===== src/hdl/rbd_pkg.sv =====
// ----------------------------------------------------------------------------
// rbd_pkg
// Shared types and constants for the ring buffer deque.
// ----------------------------------------------------------------------------
package rbd_pkg;

  localparam int WORD_W  = 32;
  localparam int COUNT_W = 4;

  typedef enum logic [1:0] {
    OP_APPEND     = 2'd0,
    OP_POP_OLDEST = 2'd1,
    OP_POP_NEWEST = 2'd2,
    OP_CLEAR      = 2'd3
  } op_t;

  localparam logic STATUS_DONE    = 1'b0;
  localparam logic STATUS_REFUSED = 1'b1;

  // popped value after reset or clear: -1
  localparam logic [WORD_W-1:0] POPPED_INIT = '1;

endpackage


===== src/hdl/rbd_mem.sv =====
// ----------------------------------------------------------------------------
// rbd_mem
// Slot store: one write port, two registered read ports with write bypass.
// ----------------------------------------------------------------------------
module rbd_mem #(
  parameter int DEPTH = 16,
  parameter int AW    = 4
) (
  input  logic                      clk,
  input  logic                      we,
  input  logic [AW-1:0]             waddr,
  input  logic [rbd_pkg::WORD_W-1:0] wdata,
  input  logic [AW-1:0]             raddr_a,
  input  logic [AW-1:0]             raddr_b,
  output logic [rbd_pkg::WORD_W-1:0] rdata_a,
  output logic [rbd_pkg::WORD_W-1:0] rdata_b
);

  logic [rbd_pkg::WORD_W-1:0] mem [DEPTH];
  logic [rbd_pkg::WORD_W-1:0] rdata_a_r;
  logic [rbd_pkg::WORD_W-1:0] rdata_b_r;

  always_ff @(posedge clk) begin
    if (we) begin
      mem[waddr] <= wdata;
    end
  end

  // read data follows a write to the same slot in the same cycle
  always_ff @(posedge clk) begin
    if (we && (waddr == raddr_a)) begin
      rdata_a_r <= wdata;
    end else begin
      rdata_a_r <= mem[raddr_a];
    end
    if (we && (waddr == raddr_b)) begin
      rdata_b_r <= wdata;
    end else begin
      rdata_b_r <= mem[raddr_b];
    end
  end

  assign rdata_a = rdata_a_r;
  assign rdata_b = rdata_b_r;

endmodule


===== src/hdl/ring_buffer_deque.sv =====
// ----------------------------------------------------------------------------
// ring_buffer_deque
// Circular queue of signed words with append, pop oldest, pop newest, clear.
// ----------------------------------------------------------------------------
// Usage:
//   in_*  : one operation per word. in_tuser carries the op code, in_tdata
//           the value to append (ignored by the other ops).
//   out_* : one result word per operation, in order: status in out_tuser,
//           item count and last popped value in out_tdata.
// One operation is taken every cycle while the output is not stalled. The
// word is held in an input register, then the index update and the slot
// store access complete as the result enters the output register. The slot
// store keeps registered reads of the head slot and the slot before the tail,
// addressed by the next indices, so both pop candidates are ready when the
// next operation arrives.
// Reset empties the queue and sets the popped value to -1; stored words are
// not cleared. When out_tready is low the result is held, one more
// operation waits in the input register, and in_tready then drops.
// ----------------------------------------------------------------------------
module ring_buffer_deque #(
  parameter int CAPACITY = 15
) (
  input  logic        clk,
  input  logic        rst_n,
  // in_tdata : [31:0] value
  input  logic [31:0] in_tdata,
  // in_tuser : [1:0] op
  input  logic [1:0]  in_tuser,
  input  logic        in_tvalid,
  output logic        in_tready,
  // out_tdata : [3:0] item_count, [35:4] popped_value, [39:36] zero
  output logic [39:0] out_tdata,
  // out_tuser : [0] status
  output logic        out_tuser,
  output logic        out_tvalid,
  input  logic        out_tready
);

  localparam int SLOTS = CAPACITY + 1;
  localparam int IW    = (SLOTS > 2) ? $clog2(SLOTS) : 1;
  localparam int WW    = rbd_pkg::WORD_W;
  localparam int CW    = rbd_pkg::COUNT_W;
  localparam logic [IW-1:0] LAST_SLOT = IW'(CAPACITY);

  // input register
  logic              s1_valid_r;
  rbd_pkg::op_t      s1_op_r;
  logic [WW-1:0]     s1_value_r;

  // queue state
  logic [IW-1:0]     head_r,   head_nxt;
  logic [IW-1:0]     tail_r,   tail_nxt;
  logic [IW-1:0]     occ_r,    occ_nxt;
  logic [WW-1:0]     popped_r, popped_nxt;
  logic              status_nxt;

  // result register
  logic              out_valid_r;
  logic              out_status_r;
  logic [CW-1:0]     out_count_r;
  logic [WW-1:0]     out_popped_r;

  logic              advance;
  logic              mem_we;
  logic [WW-1:0]     rd_head;
  logic [WW-1:0]     rd_last;
  logic [IW-1:0]     tail_next_slot;
  logic [IW-1:0]     tail_prev_slot;
  logic [IW-1:0]     head_next_slot;
  logic [IW-1:0]     rd_last_addr;
  logic              is_empty;
  logic              is_full;
  logic [IW+CW-1:0]  count_ext;

  assign advance   = s1_valid_r && (!out_valid_r || out_tready);
  assign in_tready = !s1_valid_r || advance;

  always_ff @(posedge clk) begin
    if (!rst_n) begin
      s1_valid_r <= 1'b0;
    end else if (in_tready) begin
      s1_valid_r <= in_tvalid;
    end
  end

  always_ff @(posedge clk) begin
    if (in_tready && in_tvalid) begin
      s1_op_r    <= rbd_pkg::op_t'(in_tuser);
      s1_value_r <= in_tdata;
    end
  end

  assign tail_next_slot = (tail_r == LAST_SLOT) ? '0 : tail_r + IW'(1);
  assign tail_prev_slot = (tail_r == '0) ? LAST_SLOT : tail_r - IW'(1);
  assign head_next_slot = (head_r == LAST_SLOT) ? '0 : head_r + IW'(1);
  assign is_empty       = (head_r == tail_r);
  assign is_full        = (tail_next_slot == head_r);

  always_comb begin
    head_nxt   = head_r;
    tail_nxt   = tail_r;
    occ_nxt    = occ_r;
    popped_nxt = popped_r;
    status_nxt = rbd_pkg::STATUS_DONE;
    mem_we     = 1'b0;
    if (advance) begin
      unique case (s1_op_r)
        rbd_pkg::OP_APPEND: begin
          if (is_full) begin
            status_nxt = rbd_pkg::STATUS_REFUSED;
          end else begin
            mem_we   = 1'b1;
            tail_nxt = tail_next_slot;
            occ_nxt  = occ_r + IW'(1);
          end
        end
        rbd_pkg::OP_POP_OLDEST: begin
          if (is_empty) begin
            status_nxt = rbd_pkg::STATUS_REFUSED;
          end else begin
            popped_nxt = rd_head;
            head_nxt   = head_next_slot;
            occ_nxt    = occ_r - IW'(1);
          end
        end
        rbd_pkg::OP_POP_NEWEST: begin
          if (is_empty) begin
            status_nxt = rbd_pkg::STATUS_REFUSED;
          end else begin
            popped_nxt = rd_last;
            tail_nxt   = tail_prev_slot;
            occ_nxt    = occ_r - IW'(1);
          end
        end
        rbd_pkg::OP_CLEAR: begin
          head_nxt   = '0;
          tail_nxt   = '0;
          occ_nxt    = '0;
          popped_nxt = rbd_pkg::POPPED_INIT;
        end
        default: begin
          status_nxt = rbd_pkg::STATUS_DONE;
        end
      endcase
    end
  end

  // slot just before the next tail, i.e. the newest item after this update
  assign rd_last_addr = (tail_nxt == '0) ? LAST_SLOT : tail_nxt - IW'(1);

  rbd_mem #(
    .DEPTH (SLOTS),
    .AW    (IW)
  ) u_mem (
    .clk     (clk),
    .we      (mem_we),
    .waddr   (tail_r),
    .wdata   (s1_value_r),
    .raddr_a (head_nxt),
    .raddr_b (rd_last_addr),
    .rdata_a (rd_head),
    .rdata_b (rd_last)
  );

  always_ff @(posedge clk) begin
    if (!rst_n) begin
      head_r   <= '0;
      tail_r   <= '0;
      occ_r    <= '0;
      popped_r <= rbd_pkg::POPPED_INIT;
    end else begin
      head_r   <= head_nxt;
      tail_r   <= tail_nxt;
      occ_r    <= occ_nxt;
      popped_r <= popped_nxt;
    end
  end

  // count reported modulo 16
  assign count_ext = {{CW{1'b0}}, occ_nxt};

  always_ff @(posedge clk) begin
    if (!rst_n) begin
      out_valid_r <= 1'b0;
    end else if (advance) begin
      out_valid_r <= 1'b1;
    end else if (out_tready) begin
      out_valid_r <= 1'b0;
    end
  end

  always_ff @(posedge clk) begin
    if (advance) begin
      out_status_r <= status_nxt;
      out_count_r  <= count_ext[CW-1:0];
      out_popped_r <= popped_nxt;
    end
  end

  assign out_tvalid = out_valid_r;
  assign out_tuser  = out_status_r;
  assign out_tdata  = {4'b0000, out_popped_r, out_count_r};

endmodule

===== config.mk =====
export PLATFORM = sky130hd
export DESIGN_NAME = ring_buffer_deque
export DESIGN_NICKNAME = d
export VERILOG_FILES = /design/src/hdl/rbd_pkg.sv /design/src/hdl/rbd_mem.sv /design/src/hdl/ring_buffer_deque.sv
export SDC_FILE = /design/constraint.sdc
export NUM_CORES = 1
export LEC_CHECK = 0
export ABC_AREA = 1
export CAP_MARGIN = 40
export CORE_MARGIN = 5
export CORE_UTILIZATION = 45
export CTS_CLUSTER_DIAMETER = 60
export CTS_CLUSTER_SIZE = 24
export DETAILED_ROUTE_END_ITERATION = 12
export DONT_BUFFER_PORTS = 1
export SLEW_MARGIN = 10
export SYNTH_ARGS = -nofsm -noshare
export SYNTH_HDL_FRONTEND = slang
export SYNTH_SLANG_ARGS = --single-unit

===== constraint.sdc =====
create_clock -name clk -period 9.5 [get_ports clk]
set_clock_uncertainty 0.2 [all_clocks]
set_input_delay 1.9 -clock clk [delete_from_list [all_inputs] [get_ports clk]]
set_output_delay 1.9 -clock clk [all_outputs]
set_load 0.05 [all_outputs]

==> metrics, run 1 <==
Comb power frac=about 14%; # H-tree levels=2; postcts setup bufs=0; synth top area cells=edfxtp_1 58%, o21ai_0 7.8%, a21oi_1 5.6%; Synth Instances=3,037; via count=around 23,000; PortBufs=0; clk_lat worst skew=about 0.62 ns; Final Hold Fails=0; Syn Area/Cell=between 10 and 15 um2; gr usage total=23.2%; die area=approximately 73,000 um2; clock group share of total power=34.4%; Placeable Area=67,000 um2; leakage power=0.0113 uW; row count=95; NetSw=1880 uW; Hold Crit Start=popped_r[1]; NumNets Final=approximately 3,000; TritonRoute pass-1 iters=6; hold endpoint=popped_r[1]; min Tclk post-route=4.49 ns; Worst setup SP type=input pin; #FFs+latches synth=~640; gr ovfl total=0; DRC=0; VDD IR max=111 uV; initial antenna violation count=3; Post-DRT Antenna Nets=0; TNS Setup=0 ns; TritonCTS Buffers=46; Hold Buf Count CTS=0; worst slack, placed=5.00 ns; WHS=0.284 ns; PnR worst setup slack=between 5 and 6 ns; clock tree root buffer cell=clkbuf_16; post-synth top area cell=edfxtp_1; drt first-iter violations=2,732; RSZ-0062 raised after global routing=no; share of the synthesized area in the top cell type=between 50% and 60%; vias in the first global route=22,095; routability cong.=0.890; critical path peak fanout=3; CP Cell Sequence=inv_1 -> nand3_1; TritonCTS clock tree=done; Hold Path Depth=2; warnings from Yosys=0; hpwl dp=between 40,000 and 50,000 um; Filler cells=5,945; Reg2Reg Setup Slack=5.68 ns; Setup CP Type=in -> out; Reg power frac=51.4%; CTS sink cnt=between 600 and 700; clk slew on worst S/H paths=approximately 0.08 ns; PnR Total Power=6280 uW; post-CTS resize count=0; worst path arrival time=2.39 ns; worst r2r dst=out_popped_r[8]; commonest non-fill, non-tap cell in the layout=edfxtp_1; Critical Path RT=between 7 and 8 ns; largest net degree at the start of global routing=198; vias per cell=6.05; synth-to-layout area growth=7.37%; max_slew headroom=40.9%; Post-Route WL=88,500 um; Tcrit/Tclk final=47.3%; Initial Util=45.3%; Hold WC Path Type=reg -> reg; Synth cell types=34; fmax=~0.22 GHz; Post-Syn Area=~30,000 um2; n_diodes=0; Slew Limit Fails=0; sw frac=between 20% and 30%; non-filler cells, final=3,806; CP top delay family=simple AND/OR/NAND/NOR gates; CP max-delay cell=nand3_1; run status=completed; sequential fraction of the synthesis area=61.2%; Power Dens Cells=193 nW/um2; Critical Path End Type=primary output; worst-margin pin slew=0.887 ns; internal power=4410 uW; Critical path buffers and inverters=1; first-pass GRT wire length=132,000 um; chip height=270 um; final setup fails=0; reg2reg path depth=11; maximum clock insertion buffer count=3; crit-path max cell delay=0.44 ns; max_cap viols=0; most frequent cells in the layout=583 x edfxtp_1, 472 x o21ai_0, 341 x a21oi_1, 305 x nand2_1, 275 x inv_1; Die Span X=270 um; WL/cell=23.3 um; proportion of layout cells with a drive suffix above 1=6.38%; Post-Place Cells=3,722; Boundary Pins=approximately 80
Yosys cell counts, drive strengths merged:
cell / count
edfxtp: 583
o21ai: 559
a21oi: 343
nand2: 311
inv: 285
nand3: 255
o211ai: 215
nor2: 154
clkbuf: 124
buf: 119
dfxtp: 54
ha: 14
nor3: 7
xor2: 6
clkinv: 2
nand4: 2
a31oi: 1
and2: 1
conb: 1
o41ai: 1
metrics by stage:
stage / util (%) / instance area [um2]
floorplan: - / 30400
global placement: 46.0 / 30800
detailed placement: 46.1 / 30900
CTS: 48.6 / 32600
global route: 48.7 / 32600
finish: 48.7 / 32600
flip-flops by register name, summed over array words and instances, names as in the netlist, 2 cells and up, named ones only:
name and flops:
s1_value_r 32, s1_op_r 2, out_count_r 4, tail_r 4, occ_r 4, head_r 4
u_mem.mem 512, popped_r 32, out_popped_r 32
power groups by stage:
| stage | logic, uW | clock network, uW | registers (uW) |
|---|---|---|---|
| 2_1_floorplan | 659 | 0 | 3230 |
| 3_3_place_gp | 837 | 0 | 3290 |
| 3_5_place_dp | 871 | 0 | 3290 |
| 4_1_cts | 875 | 2200 | 3230 |
| 5_1_grt | 980 | 2310 | 3240 |
| 6_report | 895 | 2160 | 3230 |
layer usage:
| layer | wire length, um | track usage, % |
|---|---|---|
| met1 | 35900 | 30.4 |
| met2 | 42200 | 39.2 |
| met3 | 7270 | 3.64 |
| met4 | 3100 | 8.63 |
| met5 | 31 | 0 |
final cells by class:
cell class | instances | area [um2] | area share (%)
clock buffer | 48 | 1180 | 3.62
clock inverter | 35 | 477 | 1.46
inverter | 287 | 1080 | 3.30
multi-input combinational | 1873 | 9650 | 29.6
sequential | 637 | 18600 | 57.1
tap | 873 | 1090 | 3.35
timing repair buffer | 53 | 528 | 1.62
cell families (layout without fill, tap and decap cells):
kind of cell             after synthesis  in the layout  share of synthesized area (%)
AO/OA/AOI/OAI                       1119           1119                           20.3
flip-flops                           637            637                           61.2
XOR/XNOR                               6              6                          0.173
AND/OR/NAND/NOR                      730            730                           10.3
buffers and inverters                530            423                           7.48
other                                  1              4                         0.0123
adder cells (fa/ha/maj)               14             14                          0.577
worst max-delay path by stage:
stage / start / endpoint / slack, ns / depth (start not counted)
after CTS: out_tready / in_tready / 5.00 / 2
after global routing: out_tready / in_tready / 4.99 / 2
after detailed placement: out_tready / in_tready / 5.00 / 2
final: out_tready / in_tready / 5.01 / 2
after floorplan: out_tready / u_mem.mem[3][0] / 4.14 / 7
after global placement: out_tready / in_tready / 5.00 / 2
tightest hold or removal path, delay by kind of cell (launching register included):
kind | cells | cell delay [ns]
DFF | 1 | 0.31
and+or+nand+nor | 2 | 0.14
(Power assumes the default switching activity.)
==> inputs of run 2 (changes only) <==
==> constraint.sdc (replaced) <==
create_clock -name clk -period 4.1 [get_ports clk]
set_clock_uncertainty 0.2 [all_clocks]
set_input_delay 0.82 -clock clk [delete_from_list [all_inputs] [get_ports clk]]
set_output_delay 0.82 -clock clk [all_outputs]
set_load 0.05 [all_outputs]
==> run 2 against run 1 <==
- total power up 140%
- clock-buffer cell count rose by 4
- utilization rose by 0.81 points
- routed wire length increased by 4.1%
- first-iteration DRC count increased by 7.3%
- largest power group unchanged
==> metrics, run 2 (synthesis gave the netlist of run 1 again) <==
DRC=0 (unchanged); TritonCTS Buffers=49 (was 46); most used cell, CP=nand2_1; RSZ-0062 raised after global routing=no (unchanged); non-filler cells, final=3,834 (was 3,806); worst reg2reg path startpoint=tail_r[0]; clk slew on worst S/H paths=0.09 ns (was 0.08 ns); max_slew headroom=43.0% (was 40.9%); commonest non-fill, non-tap cell in the layout=edfxtp_1 (unchanged); worst path arrival time=3.63 ns (was 2.39 ns); post-CTS resize count=0 (unchanged); postcts setup bufs=0 (unchanged); Initial Util=45.3% (unchanged); Multi-input gate area=9650 um2 (unchanged); gr usage total=24.3% (was 23.2%); Critical Path End Type=register (was primary output); Tcrit/Tclk final=87.6%; Hold Buf Count CTS=0 (unchanged); largest net degree at the start of global routing=138 (was 198); min Tclk post-route=3.59 ns; proportion of layout cells with a drive suffix above 1=7.26% (was 6.38%); WL/cell=24.0 um (was 23.3 um); via count=23,390 (was 23,038); NumNets Final=2,974 (was 2,950); max reg flops=512 (unchanged); hpwl dp=53,400 um (was 48,700 um); first-pass GRT wire length=138,000 um (was 132,000 um); CP Cell Sequence=inv_2 -> ha_1 -> inv_1 -> nand2_1 -> nand2_1 -> nand3_1 -> nor2_1 -> nand3_2 -> nand2_1 -> nor2_2 -> nand2_1 -> nor2_4 -> buf_4 (was inv_1 -> nand3_1); crit-path max cell delay=0.54 ns (was 0.44 ns); Post-Route WL=92,100 um (was 88,500 um); Critical Path RT=4.14 ns (was 7.40 ns); run status=completed (unchanged); Die Span X=270 um (unchanged); most frequent cells in the layout=583 x edfxtp_1, 472 x o21ai_0, 341 x a21oi_1, 305 x nand2_1, 277 x inv_1 (was 583 x edfxtp_1, 472 x o21ai_0, 341 x a21oi_1, 305 x nand2_1, 275 x inv_1); final instance area=33,200 um2 (was 32,600 um2); drt first-iter violations=2,931 (was 2,732); Hold Crit Start=in_tdata[0] (was popped_r[1]); gr ovfl total=0 (unchanged); Boundary Pins=81 (unchanged); n_diodes=0 (unchanged); fmax=0.278 GHz; Hold WC Path Type=in -> reg (was reg -> reg); CTS sink cnt=637 (unchanged); TritonCTS clock tree=done (unchanged); VDD IR max=326 uV (was 111 uV); vias in the first global route=22,868 (was 22,095); # H-tree levels=2 (unchanged); Worst setup SP type=register (was input pin); routability cong.=0.872 (was 0.890); maximum clock insertion buffer count=3 (unchanged); die area=72,800 um2 (unchanged); Power Dens Cells=452 nW/um2 (was 193 nW/um2); Reg2Reg Setup Slack=0.51 ns (was 5.68 ns); critical path peak fanout=32 (was 3); Hold Path Depth=0 (was 2); Crit. Startpoint=tail_r[0] (was out_tready); synth-to-layout area growth=9.15% (was 7.37%); leakage power=0.0116 uW (was 0.0113 uW); Post-DRT Antenna Nets=0 (unchanged); initial antenna violation count=2 (was 3); Post-Place Cells=3,743 (was 3,722); TritonRoute pass-1 iters=6 (unchanged); chip height=270 um (unchanged); Final Hold Fails=0 (unchanged); reg2reg path depth=13 (was 11); Placeable Area=67,000 um2 (unchanged); CP max-delay cell=dfxtp_1 (was nand3_1); final setup fails=0 (unchanged); vias per cell=6.10 (was 6.05); worst-margin pin slew=0.855 ns (was 0.887 ns); Post-DP Area=31,300 um2 (was 30,900 um2); Slew Limit Fails=0 (unchanged); hold endpoint=s1_value_r[0] (was popped_r[1]); clock tree root buffer cell=clkbuf_16 (unchanged); row count=95 (unchanged); worst r2r dst=u_mem.mem[1][20] (was out_popped_r[8]); Largest Register=u_mem.mem (unchanged); Sequential Area=18,600 um2 (unchanged); Filler cells=5,916 (was 5,945); max_cap viols=0 (unchanged); PortBufs=0 (unchanged); clk_lat worst skew=0.64 ns (was 0.62 ns); Setup CP Type=reg -> reg (was in -> out)
==> run 2: area by class of cell <==
class | instances | share of cell area [%]
sequential | 637 | 56.1
multi-input combinational | 1873 | 29.1
clock buffer | 52 | 3.86
tap | 873 | 3.29
inverter | 287 | 3.25
timing repair buffer | 74 | 2.79
clock inverter | 38 | 1.57
==> run 2: where the power goes <==
part | switching [uW] | internal [uW] | leakage (uW)
combinational | 1530 | 656 | 0.00498
clock | 2640 | 2680 | 0.000866
sequential | 293 | 7190 | 0.00571
==> run 2: through the flow <==
stage / setup TNS (ns) / util [%] / power (uW) / hold slack, ns / setup slack [ns]
finish: 0 / 49.5 / 15000 / 0.0814 / 0.509
global route: 0 / 49.5 / 15600 / 0.0550 / 0.329
CTS: 0 / 49.4 / 15100 / 0.0543 / 0.552
detailed placement: 0 / 46.7 / 9760 / 0.268 / 0.573
global placement: 0 / 46.7 / 9700 / 0.261 / 0.597
floorplan: -30.99 / - / 9000 / 0.237 / -0.323
==> run 2: how the worst max path moves through the flow <==
stage | end | depth (start not counted)
3_3_place_gp | u_mem.mem[1][27] | 13
6_report | u_mem.mem[1][20] | 13
4_1_cts | u_mem.mem[1][20] | 13
3_5_place_dp | u_mem.mem[1][27] | 13
5_1_grt | u_mem.mem[1][22] | 13
2_1_floorplan | u_mem.mem[3][0] | 12
==> run 2: critical path: cells and delay by family (launching register included) <==
kind / cells / cell delay (ns)
buffers and inverters: 3 / 0.75
adders and majority gates: 1 / 0.36
DFF: 1 / 0.54
and+or+nand+nor: 9 / 1.34
==> run 2: per-layer routing <==
metal  part of all wire [%]  GRT usage, %  wire [um]
met1                     41          33.1      37800
met5                  0.025             0         23
met3                    8.7          4.37       8010
met2                     46          38.9      42600
met4                    4.0          9.77       3660
